===== config.mk =====
export PLATFORM = sky130hd
export DESIGN_NAME = sgr_attribute_decoder_flat
export DESIGN_NICKNAME = d
export VERILOG_FILES = /design/src/rtl/sgr_attr_pkg.sv /design/src/rtl/sgr_attr_if.sv /design/src/rtl/sgr_attribute_decoder.sv /design/src/flat_wrapper.sv
export VERILOG_INCLUDE_DIRS = /design/src /design/src/rtl
export SDC_FILE = /design/constraint.sdc
export NUM_CORES = 1
export LEC_CHECK = 0
export ABC_AREA = 0
export BUFFER_PORTS_ARGS = -buffer_cell sky130_fd_sc_hd__buf_2
export CAP_MARGIN = 5
export CELL_PAD_IN_SITES_DETAIL_PLACEMENT = 0
export CELL_PAD_IN_SITES_GLOBAL_PLACEMENT = 1
export CORE_ASPECT_RATIO = 2
export CORE_MARGIN = 4
export CORE_UTILIZATION = 40
export CTS_BUF_LIST = sky130_fd_sc_hd__clkbuf_8
export CTS_CLUSTER_SIZE = 8
export DETAILED_ROUTE_END_ITERATION = 10
export PLACE_DENSITY = 0.79
export SYNTH_ARGS = -nofsm -noshare
export SYNTH_HDL_FRONTEND = slang
export SYNTH_SLANG_ARGS = --single-unit

===== constraint.sdc =====
create_clock -name clk -period 22.1 [get_ports clk]
set_input_delay 4.42 -clock clk [delete_from_list [all_inputs] [get_ports clk]]
set_output_delay 4.42 -clock clk [all_outputs]
set_load 0.01 [all_outputs]

===== src/rtl/sgr_attribute_decoder_assert.svh =====
// Assertion macros for the SGR attribute decoder.
// Each macro expects clk and rst_n in scope at the point of use.
`ifndef SGR_ATTRIBUTE_DECODER_ASSERT_SVH
`define SGR_ATTRIBUTE_DECODER_ASSERT_SVH

// Same-cycle implication, disabled during reset
`define SGR_ASSERT_NOW(label, ante, cons, msg) \
  label: assert property (@(posedge clk) disable iff (!rst_n) (ante) |-> (cons)) \
    else $error(msg);

// Next-cycle implication, disabled during reset
`define SGR_ASSERT_NEXT(label, ante, cons, msg) \
  label: assert property (@(posedge clk) disable iff (!rst_n) (ante) |=> (cons)) \
    else $error(msg);

`endif


===== src/rtl/sgr_attr_pkg.sv =====
package sgr_attr_pkg;

  // Field widths
  localparam int VALUE_W = 16;
  localparam int AFTER_W = 5;
  localparam int FLAG_W  = 9;
  localparam int KIND_W  = 2;
  localparam int COL_W   = 24;

  localparam int MAX_PARAMS_DEF = 32;

  // Style flag bit positions
  localparam int FLAG_BOLD      = 0;
  localparam int FLAG_FAINT     = 1;
  localparam int FLAG_ITALIC    = 2;
  localparam int FLAG_UNDERLINE = 3;
  localparam int FLAG_BLINK     = 4;
  localparam int FLAG_INVERSE   = 5;
  localparam int FLAG_HIDDEN    = 6;
  localparam int FLAG_STRIKE    = 7;
  localparam int FLAG_DUNDER    = 8;

  // Color kinds
  localparam logic [KIND_W-1:0] KIND_DEFAULT = 2'd0;
  localparam logic [KIND_W-1:0] KIND_INDEXED = 2'd1;
  localparam logic [KIND_W-1:0] KIND_RGB     = 2'd2;

  // Color targets of an extended form
  localparam logic [1:0] TGT_FORE  = 2'd0;
  localparam logic [1:0] TGT_BACK  = 2'd1;
  localparam logic [1:0] TGT_UNDER = 2'd2;

  // SGR codes
  localparam logic [VALUE_W-1:0] SGR_RESET      = 16'd0;
  localparam logic [VALUE_W-1:0] SGR_BOLD       = 16'd1;
  localparam logic [VALUE_W-1:0] SGR_FAINT      = 16'd2;
  localparam logic [VALUE_W-1:0] SGR_ITALIC     = 16'd3;
  localparam logic [VALUE_W-1:0] SGR_UNDERLINE  = 16'd4;
  localparam logic [VALUE_W-1:0] SGR_BLINK_SLOW = 16'd5;
  localparam logic [VALUE_W-1:0] SGR_BLINK_FAST = 16'd6;
  localparam logic [VALUE_W-1:0] SGR_INVERSE    = 16'd7;
  localparam logic [VALUE_W-1:0] SGR_HIDDEN     = 16'd8;
  localparam logic [VALUE_W-1:0] SGR_STRIKE     = 16'd9;
  localparam logic [VALUE_W-1:0] SGR_DUNDER     = 16'd21;
  localparam logic [VALUE_W-1:0] SGR_NORMAL_INT = 16'd22;
  localparam logic [VALUE_W-1:0] SGR_NO_ITALIC  = 16'd23;
  localparam logic [VALUE_W-1:0] SGR_NO_UNDER   = 16'd24;
  localparam logic [VALUE_W-1:0] SGR_NO_BLINK   = 16'd25;
  localparam logic [VALUE_W-1:0] SGR_NO_INVERSE = 16'd27;
  localparam logic [VALUE_W-1:0] SGR_NO_HIDDEN  = 16'd28;
  localparam logic [VALUE_W-1:0] SGR_NO_STRIKE  = 16'd29;
  localparam logic [VALUE_W-1:0] SGR_FG_EXT     = 16'd38;
  localparam logic [VALUE_W-1:0] SGR_FG_DEFAULT = 16'd39;
  localparam logic [VALUE_W-1:0] SGR_BG_EXT     = 16'd48;
  localparam logic [VALUE_W-1:0] SGR_BG_DEFAULT = 16'd49;
  localparam logic [VALUE_W-1:0] SGR_UL_EXT     = 16'd58;
  localparam logic [VALUE_W-1:0] SGR_UL_DEFAULT = 16'd59;

  // Basic color ranges
  localparam logic [VALUE_W-1:0] SGR_FG_FIRST    = 16'd30;
  localparam logic [VALUE_W-1:0] SGR_FG_LAST     = 16'd37;
  localparam logic [VALUE_W-1:0] SGR_BG_FIRST    = 16'd40;
  localparam logic [VALUE_W-1:0] SGR_BG_LAST     = 16'd47;
  localparam logic [VALUE_W-1:0] SGR_FG_HI_FIRST = 16'd90;
  localparam logic [VALUE_W-1:0] SGR_FG_HI_LAST  = 16'd97;
  localparam logic [VALUE_W-1:0] SGR_BG_HI_FIRST = 16'd100;
  localparam logic [VALUE_W-1:0] SGR_BG_HI_LAST  = 16'd107;

  // Extended form selectors and the parameters each needs after the code
  localparam logic [VALUE_W-1:0] SEL_INDEXED = 16'd5;
  localparam logic [VALUE_W-1:0] SEL_RGB     = 16'd2;
  localparam logic [AFTER_W-1:0] NEED_INDEXED = 5'd2;
  localparam logic [AFTER_W-1:0] NEED_RGB     = 5'd4;

  localparam logic [VALUE_W-1:0] BYTE_MAX = 16'd255;

  typedef enum logic [2:0] {
    PH_NORMAL,
    PH_SELECT,
    PH_INDEX,
    PH_RED,
    PH_GREEN,
    PH_BLUE
  } phase_t;

  typedef struct packed {
    logic [KIND_W-1:0] kind;
    logic [COL_W-1:0]  value;
  } colour_t;

  typedef struct packed {
    logic [FLAG_W-1:0] flags;
    colour_t           fore;
    colour_t           back;
    colour_t           under;
  } result_t;

endpackage


===== src/rtl/sgr_attr_if.sv =====
// Parameter channel: one SGR parameter per item
interface sgr_attr_in_if;
  logic                               valid;
  logic                               ready;
  logic [sgr_attr_pkg::VALUE_W-1:0]   param_value;
  logic                               param_present;
  logic [sgr_attr_pkg::AFTER_W-1:0]   params_after;

  modport source (output valid, param_value, param_present, params_after, input ready);
  modport sink   (input valid, param_value, param_present, params_after, output ready);
endinterface

// Attribute channel: current attributes after each item
interface sgr_attr_out_if;
  logic                               valid;
  logic                               ready;
  logic [sgr_attr_pkg::FLAG_W-1:0]    style_flags;
  logic [sgr_attr_pkg::KIND_W-1:0]    fore_kind;
  logic [sgr_attr_pkg::COL_W-1:0]     fore_value;
  logic [sgr_attr_pkg::KIND_W-1:0]    back_kind;
  logic [sgr_attr_pkg::COL_W-1:0]     back_value;
  logic [sgr_attr_pkg::KIND_W-1:0]    under_kind;
  logic [sgr_attr_pkg::COL_W-1:0]     under_value;

  modport source (output valid, style_flags, fore_kind, fore_value, back_kind, back_value,
                  under_kind, under_value, input ready);
  modport sink   (input valid, style_flags, fore_kind, fore_value, back_kind, back_value,
                  under_kind, under_value, output ready);
endinterface


===== src/rtl/sgr_attribute_decoder.sv =====
// SGR attribute decoder.
// in_chan carries the parameters of SGR sequences, one item each, with the
// count of parameters still following in the same sequence. An empty
// sequence arrives as one item with param_present low and params_after 0.
// out_chan answers every item with one item: the style flags and the
// foreground, background and underline colors as they stand after it.
// Results land in the output register or, while it stalls, the skid entry.
// Throughput: one item per cycle while in_chan.ready is high; each item
// is decoded by one case decode against the attribute and extended-form
// registers, which are updated at the accepting edge.
// Stall: an output register plus one skid entry hold results; in_chan.ready
// drops only while the skid entry is occupied, so at most two results wait.
// Reset (rst_n low at a clock edge): attributes return to default, any
// pending extended color form is dropped, and both result slots empty.
// MAX_PARAMS saturates params_after at MAX_PARAMS - 1, or at 31 if smaller.
`include "sgr_attribute_decoder_assert.svh"

module sgr_attribute_decoder #(
  parameter int MAX_PARAMS = sgr_attr_pkg::MAX_PARAMS_DEF
) (
  input  logic            clk,
  input  logic            rst_n,
  sgr_attr_in_if.sink     in_chan,
  sgr_attr_out_if.source  out_chan
);

  localparam int AW = sgr_attr_pkg::AFTER_W;
  localparam int AFTER_CAP_I = (MAX_PARAMS - 1 > (1 << AW) - 1) ? (1 << AW) - 1
                                                                : MAX_PARAMS - 1;
  localparam logic [AW-1:0] AFTER_CAP = AW'(AFTER_CAP_I);

  // Attribute and extended-form state
  logic [sgr_attr_pkg::FLAG_W-1:0] flags_r, flags_nxt;
  sgr_attr_pkg::colour_t           fore_r, fore_nxt;
  sgr_attr_pkg::colour_t           back_r, back_nxt;
  sgr_attr_pkg::colour_t           under_r, under_nxt;
  sgr_attr_pkg::phase_t            phase_r, phase_nxt;
  logic [1:0]                      target_r, target_nxt;
  logic [AW-1:0]                   remaining_r, remaining_nxt;
  logic [7:0]                      red_r, red_nxt;
  logic [7:0]                      green_r, green_nxt;

  // Result slots
  sgr_attr_pkg::result_t out_r, skid_r, result_nxt;
  logic                  out_valid_r, skid_valid_r;

  logic                              accept, pop;
  logic [sgr_attr_pkg::VALUE_W-1:0]  value;
  logic [sgr_attr_pkg::VALUE_W-1:0]  offset;
  logic [7:0]                        clamped;
  logic [AW-1:0]                     after_sat;
  logic                              set_col;
  sgr_attr_pkg::colour_t             new_colour;

  assign accept       = in_chan.valid && in_chan.ready;
  assign pop          = out_valid_r && out_chan.ready;
  assign in_chan.ready = !skid_valid_r;

  // Decode of one parameter
  always_comb begin
    flags_nxt     = flags_r;
    fore_nxt      = fore_r;
    back_nxt      = back_r;
    under_nxt     = under_r;
    phase_nxt     = sgr_attr_pkg::PH_NORMAL;
    target_nxt    = target_r;
    remaining_nxt = remaining_r;
    red_nxt       = red_r;
    green_nxt     = green_r;
    set_col       = 1'b0;
    new_colour    = '0;
    offset        = '0;

    value     = in_chan.param_present ? in_chan.param_value : '0;
    clamped   = (value > sgr_attr_pkg::BYTE_MAX) ? 8'hFF : value[7:0];
    after_sat = (in_chan.params_after > AFTER_CAP) ? AFTER_CAP : in_chan.params_after;

    unique case (phase_r)
      sgr_attr_pkg::PH_SELECT: begin
        if (in_chan.param_present && value == sgr_attr_pkg::SEL_INDEXED &&
            remaining_r >= sgr_attr_pkg::NEED_INDEXED) begin
          phase_nxt = sgr_attr_pkg::PH_INDEX;
        end else if (in_chan.param_present && value == sgr_attr_pkg::SEL_RGB &&
                     remaining_r >= sgr_attr_pkg::NEED_RGB) begin
          phase_nxt = sgr_attr_pkg::PH_RED;
        end
      end
      sgr_attr_pkg::PH_INDEX: begin
        set_col    = 1'b1;
        new_colour = '{kind: sgr_attr_pkg::KIND_INDEXED, value: {16'd0, clamped}};
      end
      sgr_attr_pkg::PH_RED: begin
        red_nxt   = clamped;
        phase_nxt = sgr_attr_pkg::PH_GREEN;
      end
      sgr_attr_pkg::PH_GREEN: begin
        green_nxt = clamped;
        phase_nxt = sgr_attr_pkg::PH_BLUE;
      end
      sgr_attr_pkg::PH_BLUE: begin
        set_col    = 1'b1;
        new_colour = '{kind: sgr_attr_pkg::KIND_RGB, value: {red_r, green_r, clamped}};
      end
      default: begin
        // Ordinary code
        unique case (value)
          sgr_attr_pkg::SGR_RESET: begin
            flags_nxt = '0;
            fore_nxt  = '0;
            back_nxt  = '0;
            under_nxt = '0;
          end
          sgr_attr_pkg::SGR_BOLD:       flags_nxt[sgr_attr_pkg::FLAG_BOLD]      = 1'b1;
          sgr_attr_pkg::SGR_FAINT:      flags_nxt[sgr_attr_pkg::FLAG_FAINT]     = 1'b1;
          sgr_attr_pkg::SGR_ITALIC:     flags_nxt[sgr_attr_pkg::FLAG_ITALIC]    = 1'b1;
          sgr_attr_pkg::SGR_UNDERLINE:  flags_nxt[sgr_attr_pkg::FLAG_UNDERLINE] = 1'b1;
          sgr_attr_pkg::SGR_BLINK_SLOW,
          sgr_attr_pkg::SGR_BLINK_FAST: flags_nxt[sgr_attr_pkg::FLAG_BLINK]     = 1'b1;
          sgr_attr_pkg::SGR_INVERSE:    flags_nxt[sgr_attr_pkg::FLAG_INVERSE]   = 1'b1;
          sgr_attr_pkg::SGR_HIDDEN:     flags_nxt[sgr_attr_pkg::FLAG_HIDDEN]    = 1'b1;
          sgr_attr_pkg::SGR_STRIKE:     flags_nxt[sgr_attr_pkg::FLAG_STRIKE]    = 1'b1;
          sgr_attr_pkg::SGR_DUNDER:     flags_nxt[sgr_attr_pkg::FLAG_DUNDER]    = 1'b1;
          sgr_attr_pkg::SGR_NORMAL_INT: begin
            flags_nxt[sgr_attr_pkg::FLAG_BOLD]  = 1'b0;
            flags_nxt[sgr_attr_pkg::FLAG_FAINT] = 1'b0;
          end
          sgr_attr_pkg::SGR_NO_ITALIC:  flags_nxt[sgr_attr_pkg::FLAG_ITALIC]    = 1'b0;
          sgr_attr_pkg::SGR_NO_UNDER: begin
            flags_nxt[sgr_attr_pkg::FLAG_UNDERLINE] = 1'b0;
            flags_nxt[sgr_attr_pkg::FLAG_DUNDER]    = 1'b0;
          end
          sgr_attr_pkg::SGR_NO_BLINK:   flags_nxt[sgr_attr_pkg::FLAG_BLINK]     = 1'b0;
          sgr_attr_pkg::SGR_NO_INVERSE: flags_nxt[sgr_attr_pkg::FLAG_INVERSE]   = 1'b0;
          sgr_attr_pkg::SGR_NO_HIDDEN:  flags_nxt[sgr_attr_pkg::FLAG_HIDDEN]    = 1'b0;
          sgr_attr_pkg::SGR_NO_STRIKE:  flags_nxt[sgr_attr_pkg::FLAG_STRIKE]    = 1'b0;
          sgr_attr_pkg::SGR_FG_DEFAULT: fore_nxt  = '0;
          sgr_attr_pkg::SGR_BG_DEFAULT: back_nxt  = '0;
          sgr_attr_pkg::SGR_UL_DEFAULT: under_nxt = '0;
          sgr_attr_pkg::SGR_FG_EXT,
          sgr_attr_pkg::SGR_BG_EXT,
          sgr_attr_pkg::SGR_UL_EXT: begin
            target_nxt    = (value == sgr_attr_pkg::SGR_FG_EXT) ? sgr_attr_pkg::TGT_FORE :
                            (value == sgr_attr_pkg::SGR_BG_EXT) ? sgr_attr_pkg::TGT_BACK :
                                                                  sgr_attr_pkg::TGT_UNDER;
            remaining_nxt = after_sat;
            phase_nxt     = sgr_attr_pkg::PH_SELECT;
          end
          default: begin
            // Basic and bright color ranges; everything else is ignored
            if (value >= sgr_attr_pkg::SGR_FG_FIRST && value <= sgr_attr_pkg::SGR_FG_LAST) begin
              offset   = value - sgr_attr_pkg::SGR_FG_FIRST;
              fore_nxt = '{kind: sgr_attr_pkg::KIND_INDEXED, value: {21'd0, offset[2:0]}};
            end else if (value >= sgr_attr_pkg::SGR_BG_FIRST &&
                         value <= sgr_attr_pkg::SGR_BG_LAST) begin
              offset   = value - sgr_attr_pkg::SGR_BG_FIRST;
              back_nxt = '{kind: sgr_attr_pkg::KIND_INDEXED, value: {21'd0, offset[2:0]}};
            end else if (value >= sgr_attr_pkg::SGR_FG_HI_FIRST &&
                         value <= sgr_attr_pkg::SGR_FG_HI_LAST) begin
              offset   = value - sgr_attr_pkg::SGR_FG_HI_FIRST;
              fore_nxt = '{kind: sgr_attr_pkg::KIND_INDEXED,
                           value: {20'd0, 1'b1, offset[2:0]}};
            end else if (value >= sgr_attr_pkg::SGR_BG_HI_FIRST &&
                         value <= sgr_attr_pkg::SGR_BG_HI_LAST) begin
              offset   = value - sgr_attr_pkg::SGR_BG_HI_FIRST;
              back_nxt = '{kind: sgr_attr_pkg::KIND_INDEXED,
                           value: {20'd0, 1'b1, offset[2:0]}};
            end
          end
        endcase
      end
    endcase

    // Finished extended form lands in its target
    if (set_col) begin
      priority if (target_r == sgr_attr_pkg::TGT_FORE) begin
        fore_nxt = new_colour;
      end else if (target_r == sgr_attr_pkg::TGT_BACK) begin
        back_nxt = new_colour;
      end else begin
        under_nxt = new_colour;
      end
    end

    // Last parameter of a sequence closes any pending form
    if (after_sat == '0) begin
      phase_nxt = sgr_attr_pkg::PH_NORMAL;
    end

    result_nxt = '{flags: flags_nxt, fore: fore_nxt, back: back_nxt, under: under_nxt};
  end

  // Attribute state, updated per accepted item
  always_ff @(posedge clk) begin
    if (!rst_n) begin
      flags_r     <= '0;
      fore_r      <= '0;
      back_r      <= '0;
      under_r     <= '0;
      phase_r     <= sgr_attr_pkg::PH_NORMAL;
      target_r    <= '0;
      remaining_r <= '0;
      red_r       <= '0;
      green_r     <= '0;
    end else if (accept) begin
      flags_r     <= flags_nxt;
      fore_r      <= fore_nxt;
      back_r      <= back_nxt;
      under_r     <= under_nxt;
      phase_r     <= phase_nxt;
      target_r    <= target_nxt;
      remaining_r <= remaining_nxt;
      red_r       <= red_nxt;
      green_r     <= green_nxt;
    end
  end

  // Result register with one skid entry behind it
  always_ff @(posedge clk) begin
    if (!rst_n) begin
      out_valid_r  <= 1'b0;
      skid_valid_r <= 1'b0;
    end else if (!out_valid_r || pop) begin
      if (skid_valid_r) begin
        out_valid_r  <= 1'b1;
        skid_valid_r <= 1'b0;
      end else begin
        out_valid_r  <= accept;
      end
    end else if (accept) begin
      skid_valid_r <= 1'b1;
    end
  end

  always_ff @(posedge clk) begin
    if (!out_valid_r || pop) begin
      out_r <= skid_valid_r ? skid_r : result_nxt;
    end else if (accept) begin
      skid_r <= result_nxt;
    end
  end

  assign out_chan.valid       = out_valid_r;
  assign out_chan.style_flags = out_r.flags;
  assign out_chan.fore_kind   = out_r.fore.kind;
  assign out_chan.fore_value  = out_r.fore.value;
  assign out_chan.back_kind   = out_r.back.kind;
  assign out_chan.back_value  = out_r.back.value;
  assign out_chan.under_kind  = out_r.under.kind;
  assign out_chan.under_value = out_r.under.value;

  // Checks
  `SGR_ASSERT_NEXT(a_seq_end_normal, accept && in_chan.params_after == '0,
                   phase_r == sgr_attr_pkg::PH_NORMAL, "extended form survived sequence end")
  `SGR_ASSERT_NEXT(a_accept_gives_result, accept, out_valid_r, "accepted item left no result")
  `SGR_ASSERT_NOW(a_rgb_needs_room,
                  phase_r == sgr_attr_pkg::PH_RED || phase_r == sgr_attr_pkg::PH_GREEN ||
                  phase_r == sgr_attr_pkg::PH_BLUE,
                  remaining_r >= sgr_attr_pkg::NEED_RGB, "rgb form without enough parameters")
  `SGR_ASSERT_NOW(a_default_zero, fore_r.kind == sgr_attr_pkg::KIND_DEFAULT,
                  fore_r.value == '0, "default foreground with nonzero value")

endmodule


===== src/flat_wrapper.sv =====
// flat-port wrapper written by rule: the top's interface ports become plain ports
module sgr_attribute_decoder_flat 
#(
  parameter int MAX_PARAMS = sgr_attr_pkg::MAX_PARAMS_DEF
)
  (clk, rst_n, in_chan_valid, in_chan_param_value, in_chan_param_present, in_chan_params_after, in_chan_ready, out_chan_valid, out_chan_style_flags, out_chan_fore_kind, out_chan_fore_value, out_chan_back_kind, out_chan_back_value, out_chan_under_kind, out_chan_under_value, out_chan_ready);
  sgr_attr_in_if in_chan_i ();
  sgr_attr_out_if out_chan_i ();
  input  logic clk;
  input  logic rst_n;
  input wire logic [$bits(in_chan_i.valid)-1:0] in_chan_valid;
  input wire logic [$bits(in_chan_i.param_value)-1:0] in_chan_param_value;
  input wire logic [$bits(in_chan_i.param_present)-1:0] in_chan_param_present;
  input wire logic [$bits(in_chan_i.params_after)-1:0] in_chan_params_after;
  output wire logic [$bits(in_chan_i.ready)-1:0] in_chan_ready;
  output wire logic [$bits(out_chan_i.valid)-1:0] out_chan_valid;
  output wire logic [$bits(out_chan_i.style_flags)-1:0] out_chan_style_flags;
  output wire logic [$bits(out_chan_i.fore_kind)-1:0] out_chan_fore_kind;
  output wire logic [$bits(out_chan_i.fore_value)-1:0] out_chan_fore_value;
  output wire logic [$bits(out_chan_i.back_kind)-1:0] out_chan_back_kind;
  output wire logic [$bits(out_chan_i.back_value)-1:0] out_chan_back_value;
  output wire logic [$bits(out_chan_i.under_kind)-1:0] out_chan_under_kind;
  output wire logic [$bits(out_chan_i.under_value)-1:0] out_chan_under_value;
  input wire logic [$bits(out_chan_i.ready)-1:0] out_chan_ready;
  assign in_chan_i.valid = in_chan_valid;
  assign in_chan_i.param_value = in_chan_param_value;
  assign in_chan_i.param_present = in_chan_param_present;
  assign in_chan_i.params_after = in_chan_params_after;
  assign in_chan_ready = in_chan_i.ready;
  assign out_chan_valid = out_chan_i.valid;
  assign out_chan_style_flags = out_chan_i.style_flags;
  assign out_chan_fore_kind = out_chan_i.fore_kind;
  assign out_chan_fore_value = out_chan_i.fore_value;
  assign out_chan_back_kind = out_chan_i.back_kind;
  assign out_chan_back_value = out_chan_i.back_value;
  assign out_chan_under_kind = out_chan_i.under_kind;
  assign out_chan_under_value = out_chan_i.under_value;
  assign out_chan_i.ready = out_chan_ready;
  sgr_attribute_decoder #(.MAX_PARAMS(MAX_PARAMS)) u_core (.clk(clk), .rst_n(rst_n), .in_chan(in_chan_i), .out_chan(out_chan_i));
endmodule

**After elaboration in Yosys (flattened, before gate mapping)**

Cells that the tools add are included.

- Register bits: 289
- Latch bits: 0
- Bits in writable memories: 0
- Memory bits (read-only): 0
- Input bits: 26
- Output and inout bits: 89
- Logic and storage cells: 158
- Memories: 0

- Add/subtract/negate cells: 4
- $mul: 0
- Divide/modulo/power cells: 0
- $lt $le $gt $ge: 12
- Equality and inequality tests: 29
- Shift operators: 0
- Muxes and demuxes: 45
- Bitwise operators: 3
- Reductions and logical operators: 37

Operators with widths:

| operator | number |
|---|---|
| two-way mux 26 bit | 19 |
| case mux 26 bit (2 select lines) | 3 |
| == test 16 x 5 -> 1 bit (second input constant) | 8 |
| == test 16 x 6 -> 1 bit (second input constant) | 6 |
| two-way mux 87 bit | 1 |
| == test 16 x 3 -> 1 bit (second input constant) | 4 |
| OR reduction 22 bit | 2 |
| == test 16 x 2 -> 1 bit (second input constant) | 2 |
| == test 16 x 4 -> 1 bit (second input constant) | 2 |
| >= comparator 16 x 7 -> 1 bit (second input constant) | 2 |
| less-or-equal comparator 16 x 6 -> 1 bit (second input constant) | 2 |
| less-or-equal comparator 16 x 7 -> 1 bit (second input constant) | 2 |
| OR reduction 2 bit | 13 |
| case mux 1 bit (2 select lines) | 9 |
| == test 16 x 1 -> 1 bit (second input constant) | 1 |
| >= comparator 16 x 5 -> 1 bit (second input constant) | 1 |
| >= comparator 16 x 6 -> 1 bit (second input constant) | 1 |
| greater-than comparator 16 x 8 -> 1 bit (second input constant) | 1 |
| zero test 16 bit | 1 |
| two-way mux 16 bit | 1 |
| case mux 3 bit (4 select lines) | 1 |
| logical AND 1 bit | 10 |
| two-way mux 9 bit | 1 |
| two-way mux 8 bit | 1 |
| 23 further kinds | 36 |

**Longest topological paths before layout**

Gate-level depths: netlist (run 1).

- Word-level depth: 13
- Mapped depth: 13
- Mapped depth without buffers: 10

**Worst setup path before layout (run 1)**

Ideal clock, no wire load.

- Path type: input to register
- Start point: input out_chan_ready
- End point: register u_core.skid_r[0] (netlist name) (enable)
- Setup time: 534 ps
- Arrival: 10392 ps
- Path slack: 11175 ps
- Cell stages on the path: 2
- Buffers on the path: 0
- Cells stage by stage: nand2b_1 -> nor2_1

- Cells in the longest elaborated chain, start to end: 4

Ends and longest elaborated chain:

| what | line | text |
|---|---|---|
| start, declared | flat_wrapper.sv:24 | `input wire logic [$bits(out_chan_i.ready)-1:0] out_chan_ready;` |
| logical AND 1 bit | sgr_attribute_decoder.sv:56 | `assign pop = out_valid_r && out_chan.ready;` |
| logical OR 1 bit | sgr_attribute_decoder.sv:235 | `if (!out_valid_r \|\| pop) begin` |
| NOT 1 bit (no source line) | -- |  |
| AND reduction 2 bit (no source line) | -- |  |
| end signal, assigned | sgr_attribute_decoder.sv:238 | `skid_r <= result_nxt;` |
| end, declared | sgr_attribute_decoder.sv:44 | `sgr_attr_pkg::result_t out_r, skid_r, result_nxt;` |

Every way passes these cells.
A chain may end at the register's enable or synchronous reset.

==> impl_metrics.json, run 1 <==
{
  "run_status": "complete, no violations",
  "grt_overflow": 0,
  "insertion_delay_ps": 580,
  "maxSlewHeadroom_pct": 22.5,
  "ys_seq_area_share_pct": 57.6,
  "drcViolationCount": 0,
  "io_pins": 115,
  "synth_seq_cells": 288,
  "dr.pass1.iters": 5,
  "postSynthAreaPerCell_sq_um": 10.8,
  "core_area_sq_um": 32200,
  "postRouteWirelength_mm": 36.6,
  "cts_num_sinks": 288,
  "vias": 9750,
  "cts_buffers": 43,
  "synth.largest_area_cell": "edfxtp_1",
  "setup_tns_ps": 0,
  "top_usage_layer": "met2",
  "grt_max_degree": 98,
  "num_rows": 93,
  "synthTopCellsByArea": "edfxtp_1, dfxtp_1, mux2_2",
  "peakVddDrop_mv": 0.0422,
  "layout.nets": 1316,
  "synth_ff_type": "edfxtp_1",
  "viasPerCell": 5.57,
  "port_buffers": 114,
  "hold_path.class": "reg2reg",
  "max_freq_mhz": 133,
  "h-tree-depth": 2,
  "finalCriticalPeriod_ps": 7540,
  "clockRootBuffer": "clkbuf_8",
  "path_clk_slew_ps": 70,
  "holdBufCountCts": 0,
  "drtIter0Drc": 633,
  "fill_cells": 3094,
  "post_cts_resized": 0,
  "post-place-ws_ps": 14040,
  "cp_max_fo": 42,
  "synthArstFlopShare_pct": 0,
  "critical_path_class": "in2reg",
  "start_util_pct": 40.4,
  "fin_ws_ps": 14560,
  "syn2layout_area_growth_pct": 12.9,
  "critPathRequiredTime_ps": 22430,
  "synth-edff-count": 174,
  "grt_first_pass_wirelength_mm": 56.1,
  "hpwl_mm": 24.8,
  "synth_top_area_share_pct": 40.1,
  "synth.most_common_cell": "edfxtp_1",
  "track_usage_pct": 20.2,
  "clk_path_buf_depth": 3,
  "antenna_found_initial": 1,
  "fin_crit_sh_pct": 34.1,
  "dp.cells": 1671,
  "wl_per_cell_microns": 20.9,
  "synth_area_sq_um": 13000,
  "die_y_microns": 263,
  "die_area_sq_um": 35700,
  "yosysUniqueCellTypes": 76,
  "cts_tree": "yes",
  "startpoint_type": "input pin",
  "syn_inst": 1201,
  "worst_pin_slew_ps": 1160,
  "fin_util_pct": 45.6,
  "synth_common_cells": "edfxtp_1, nand2_1, nor2_1",
  "stdcell_count": 1751,
  "synth_nets": 1228,
  "drive_gt1_share_pct": 20.4,
  "rsz0062_at_grt": "false",
  "skew_ps": 40.2,
  "hold_violations": 0,
  "leakagePower_nw": 5.87,
  "use_met2_pct": 36.1,
  "max_cap_viol_count": 0,
  "maxSlewViolCount": 0,
  "final_antenna_net_count": 0,
  "use_met3_pct": 2.31,
  "post_cts_buffers": 0,
  "power-per-cell-area_nw_per_um2": 72.9,
  "grtUsageMet1_pct": 21.7,
  "cp_data_arrival_time_ps": 7860,
  "p_total_mw": 1.07,
  "fp.dieW_microns": 136,
  "final-setup-viol-count": 0,
  "cp-end-kind": "flop",
  "gp_congestion": 0.883,
  "grt_pass1_vias": 9687,
  "yosysWarnings": 0
}
## path summary, 6_finish.rpt
kind                                            start  slack (ps)  cells after the start                       endpoint
worst min register to register      u_core.back_r[10]         470                      2              u_core.back_r[10]
worst max register to register    u_core.skid_valid_r       18220                      6              u_core.skid_r[35]
worst min-delay path                u_core.back_r[10]         470                      2              u_core.back_r[10]
worst max-delay path            in_chan_param_present       14560                     11  u_core.out_chan.fore_value[4]
## sequential cells by signal, summed over array words and instances, names as in the netlist, 4 cells and up
| name | flops |
|---|---|
| u_core.skid_r | 87 |
| u_core.back_r | 26 |
| u_core.fore_r | 26 |
| u_core.under_r | 26 |
| u_core.out_chan.back_value | 24 |
| u_core.out_chan.fore_value | 24 |
| u_core.out_chan.under_value | 24 |
| u_core.flags_r | 9 |
| u_core.out_chan.style_flags | 9 |
| u_core.green_r | 8 |
| u_core.red_r | 8 |
| u_core.remaining_r | 4 |
## final cells by class
class                      instances  area (sq um)  share of cell area (%)
clock buffer                      44           606                    4.12
inverter                           6          23.8                   0.162
clock inverter                    35           151                    1.03
tap                              427           534                    3.63
antenna                            1          2.50                  0.0170
multi-input combinational        817          5160                    35.1
timing repair buffer             133           713                    4.85
sequential                       288          7510                    51.1
## through the flow
stage	instance area, sq um	hold WS, ps
detailed placement	13900	461
CTS	14700	471
finish	14700	468
global placement	13900	451
global route	14700	496
floorplan	13000	444
## critical path, cell delays in order
cell and delay [ps]:
buf_2 360, nand2_1 290, inv_1 230, ha_1 200, nand2b_1 60, a2111oi_0 730, o21ai_1 280, nand3_2 150
a31oi_4 410, a22o_1 430, mux2_4 250
## where the power goes
| part | switching (mW) | leakage (nW) | internal (mW) |
|---|---|---|---|
| logic | 0.0540 | 2.68 | 0.0281 |
| clock network | 0.208 | 0.498 | 0.187 |
| registers | 0.00706 | 2.69 | 0.589 |
## cell families (layout without fill, tap and decap cells)
logic type	Yosys count	count (layout)	share of synthesized area, %
flops	288	288	57.6
mux	67	67	5.80
simple gates	408	408	15.0
xor+xnor	3	3	0.202
fa+ha+maj	1	1	0.0961
other cells	0	1	0
buf+inv	96	218	3.07
compound gates	338	338	18.2
## metal layers
layer | wire length [microns] | vias to the layer above
li1 | - | 4611
met1 | 13200 | 4691
met2 | 19100 | 329
met3 | 1490 | 119
met4 | 2760 | 0
met5 | 0 | -
## placed cells by master, fill, tap and decap left out, drive strengths merged, types with 7 or more instances in the layout
master,n
edfxtp,174
nand2,138
nor2,133
buf,133
dfxtp,114
o21ai,103
mux2,62
a22o,50
clkbuf,44
a21boi,44
inv,38
nor3b,33
o31ai,30
a21oi,28
a31oi,26
and2,18
nor3,15
nor2b,14
nand2b,11
a21o,10
nand3,8
a22oi,7
nor4,7
Note: power is estimated with default switching activity, not from simulation.
==> run 2, diff against run 1 <==
==> constraint.sdc (replaced) <==
create_clock -name clk -period 7.65 [get_ports clk]
set_input_delay 1.53 -clock clk [delete_from_list [all_inputs] [get_ports clk]]
set_output_delay 1.53 -clock clk [all_outputs]
set_load 0.01 [all_outputs]
==> impl_metrics.json, run 2 (synthesis results as in run 1) <==
{
  "run_status": "complete, no violations",
  "grt_overflow": 0,
  "viasPerCell": 5.51,
  "die_area_sq_um": 35700,
  "multiInputGateArea_sq_um": 5160,
  "cts_buffers": 43,
  "ff_latch_area_sq_um": 7510,
  "gp_congestion": 0.865,
  "cts_num_sinks": 288,
  "wl_per_cell_microns": 20.7,
  "grt_first_pass_wirelength_mm": 55.8,
  "vias": 9648,
  "post-place-ws_ps": 2520,
  "skew_ps": 40.5,
  "antenna_found_initial": 1,
  "post_cts_resized": 0,
  "fill_cells": 3091,
  "r2r.worst_path.cells": 6,
  "holdPathEnd": "u_core.back_r[0]",
  "setup_tns_ps": 0,
  "maxSlewViolCount": 0,
  "drive_gt1_share_pct": 20.5,
  "dr.pass1.iters": 5,
  "grt_pass1_vias": 9634,
  "layout.nets": 1316,
  "fp.dieW_microns": 136,
  "startpoint_type": "input pin",
  "hpwl_mm": 24.9,
  "critical_path_class": "in2reg",
  "cp-end-kind": "flop",
  "insertion_delay_ps": 580,
  "postRouteWirelength_mm": 36.3,
  "rsz0062_at_grt": "false",
  "post_cts_buffers": 0,
  "r2r_slack_ps": 3730,
  "fin_crit_sh_pct": 59.2,
  "mostFrequentLayoutCell": "edfxtp_1",
  "num_rows": 93,
  "max_cap_viol_count": 0,
  "peakVddDrop_mv": 0.173,
  "clockRootBuffer": "clkbuf_8",
  "worst_pin_slew_ps": 1180,
  "top_register": "u_core.skid_r",
  "track_usage_pct": 20.1,
  "critPathRequiredTime_ps": 8030,
  "hold_path.class": "reg2reg",
  "max_freq_mhz": 221,
  "core_area_sq_um": 32200,
  "start_util_pct": 40.4,
  "cp_data_arrival_time_ps": 4910,
  "holdBufCountCts": 0,
  "port_buffers": 114,
  "layout_common_cells": "edfxtp_1, nand2_1, nor2_1, buf_2, dfxtp_1",
  "drcViolationCount": 0,
  "rr_endpoint": "u_core.skid_r[1]",
  "r2r-start": "u_core.skid_valid_r",
  "cp_max_fo": 38,
  "min_path_cells": 2,
  "final_antenna_net_count": 0,
  "hold_violations": 0,
  "maxSlewHeadroom_pct": 21.4,
  "syn2layout_area_growth_pct": 13.0,
  "fin_ws_ps": 3120,
  "h-tree-depth": 2,
  "final-setup-viol-count": 0,
  "cts_tree": "yes",
  "leakagePower_nw": 5.87,
  "path_clk_slew_ps": 60,
  "grt_max_degree": 61,
  "hp-start": "u_core.back_r[0]",
  "power-per-cell-area_nw_per_um2": 211,
  "io_pins": 115,
  "largest_register_ff_count": 87,
  "finalCriticalPeriod_ps": 4530,
  "die_y_microns": 263,
  "drtIter0Drc": 675,
  "clk_path_buf_depth": 3
}
run 2: worst max path at each step:
stage                                      from                             to  slack [ps]
final                     in_chan_param_present  u_core.out_chan.back_value[6]        3120
after global routing      in_chan_param_present  u_core.out_chan.back_value[6]        2810
after CTS                 in_chan_param_present  u_core.out_chan.back_value[6]        3080
after detailed placement  in_chan_param_present  u_core.out_chan.back_value[6]        2520
after global placement    in_chan_param_present  u_core.out_chan.back_value[4]        2550
after floorplan                  out_chan_ready               u_core.skid_r[0]         610
run 2: area by class of cell:
| cell class | count | area share, % |
|---|---|---|
| Tap cell | 427 | 3.63 |
| Timing Repair Buffer | 133 | 4.84 |
| Multi-Input combinational cell | 817 | 35.1 |
| Antenna cell | 1 | 0.0170 |
| Inverter | 6 | 0.161 |
| Sequential cell | 288 | 51.0 |
| Clock inverter | 35 | 1.06 |
| Clock buffer | 45 | 4.21 |
run 2: stage by stage:
step / hold WS [ps] / total power [mW] / instances / util [%] / area, sq um
2_1_floorplan: 444 / 1.90 / 1201 / - / 13000
3_3_place_gp: 450 / 1.99 / 1671 / 43.3 / 13900
3_5_place_dp: 459 / 1.99 / 1671 / 43.3 / 13900
4_1_cts: 468 / 3.14 / 1751 / 45.7 / 14700
5_1_grt: 483 / 3.24 / 1752 / 45.7 / 14700
6_report: 467 / 3.10 / 1752 / 45.7 / 14700
run 2: worst max-delay path: stages:
cell and delay [ps]:
buf_2 360, nor4bb_1 560, nor4b_4 520, a21o_1 350
a31oi_1 140, a21oi_4 790, nor2_1 360, o21ai_0 270
run 2: routing by layer:
| layer | vias to the layer above | global-route usage [%] | part of all wire [%] |
|---|---|---|---|
| met2 | 302 | 36.6 | 53 |
| met1 | 4621 | 21.8 | 36 |
| met3 | 102 | 2.45 | 4.1 |
| met4 | 0 | 12.2 | 6.9 |
| met5 | - | 0 | 0 |
| li1 | 4623 | - | - |
run 2: where the power goes:
group / internal (mW) / switching [mW]
clock: 0.549 / 0.598
combinational: 0.0811 / 0.155
sequential: 1.70 / 0.0204
total: 2.33 / 0.773
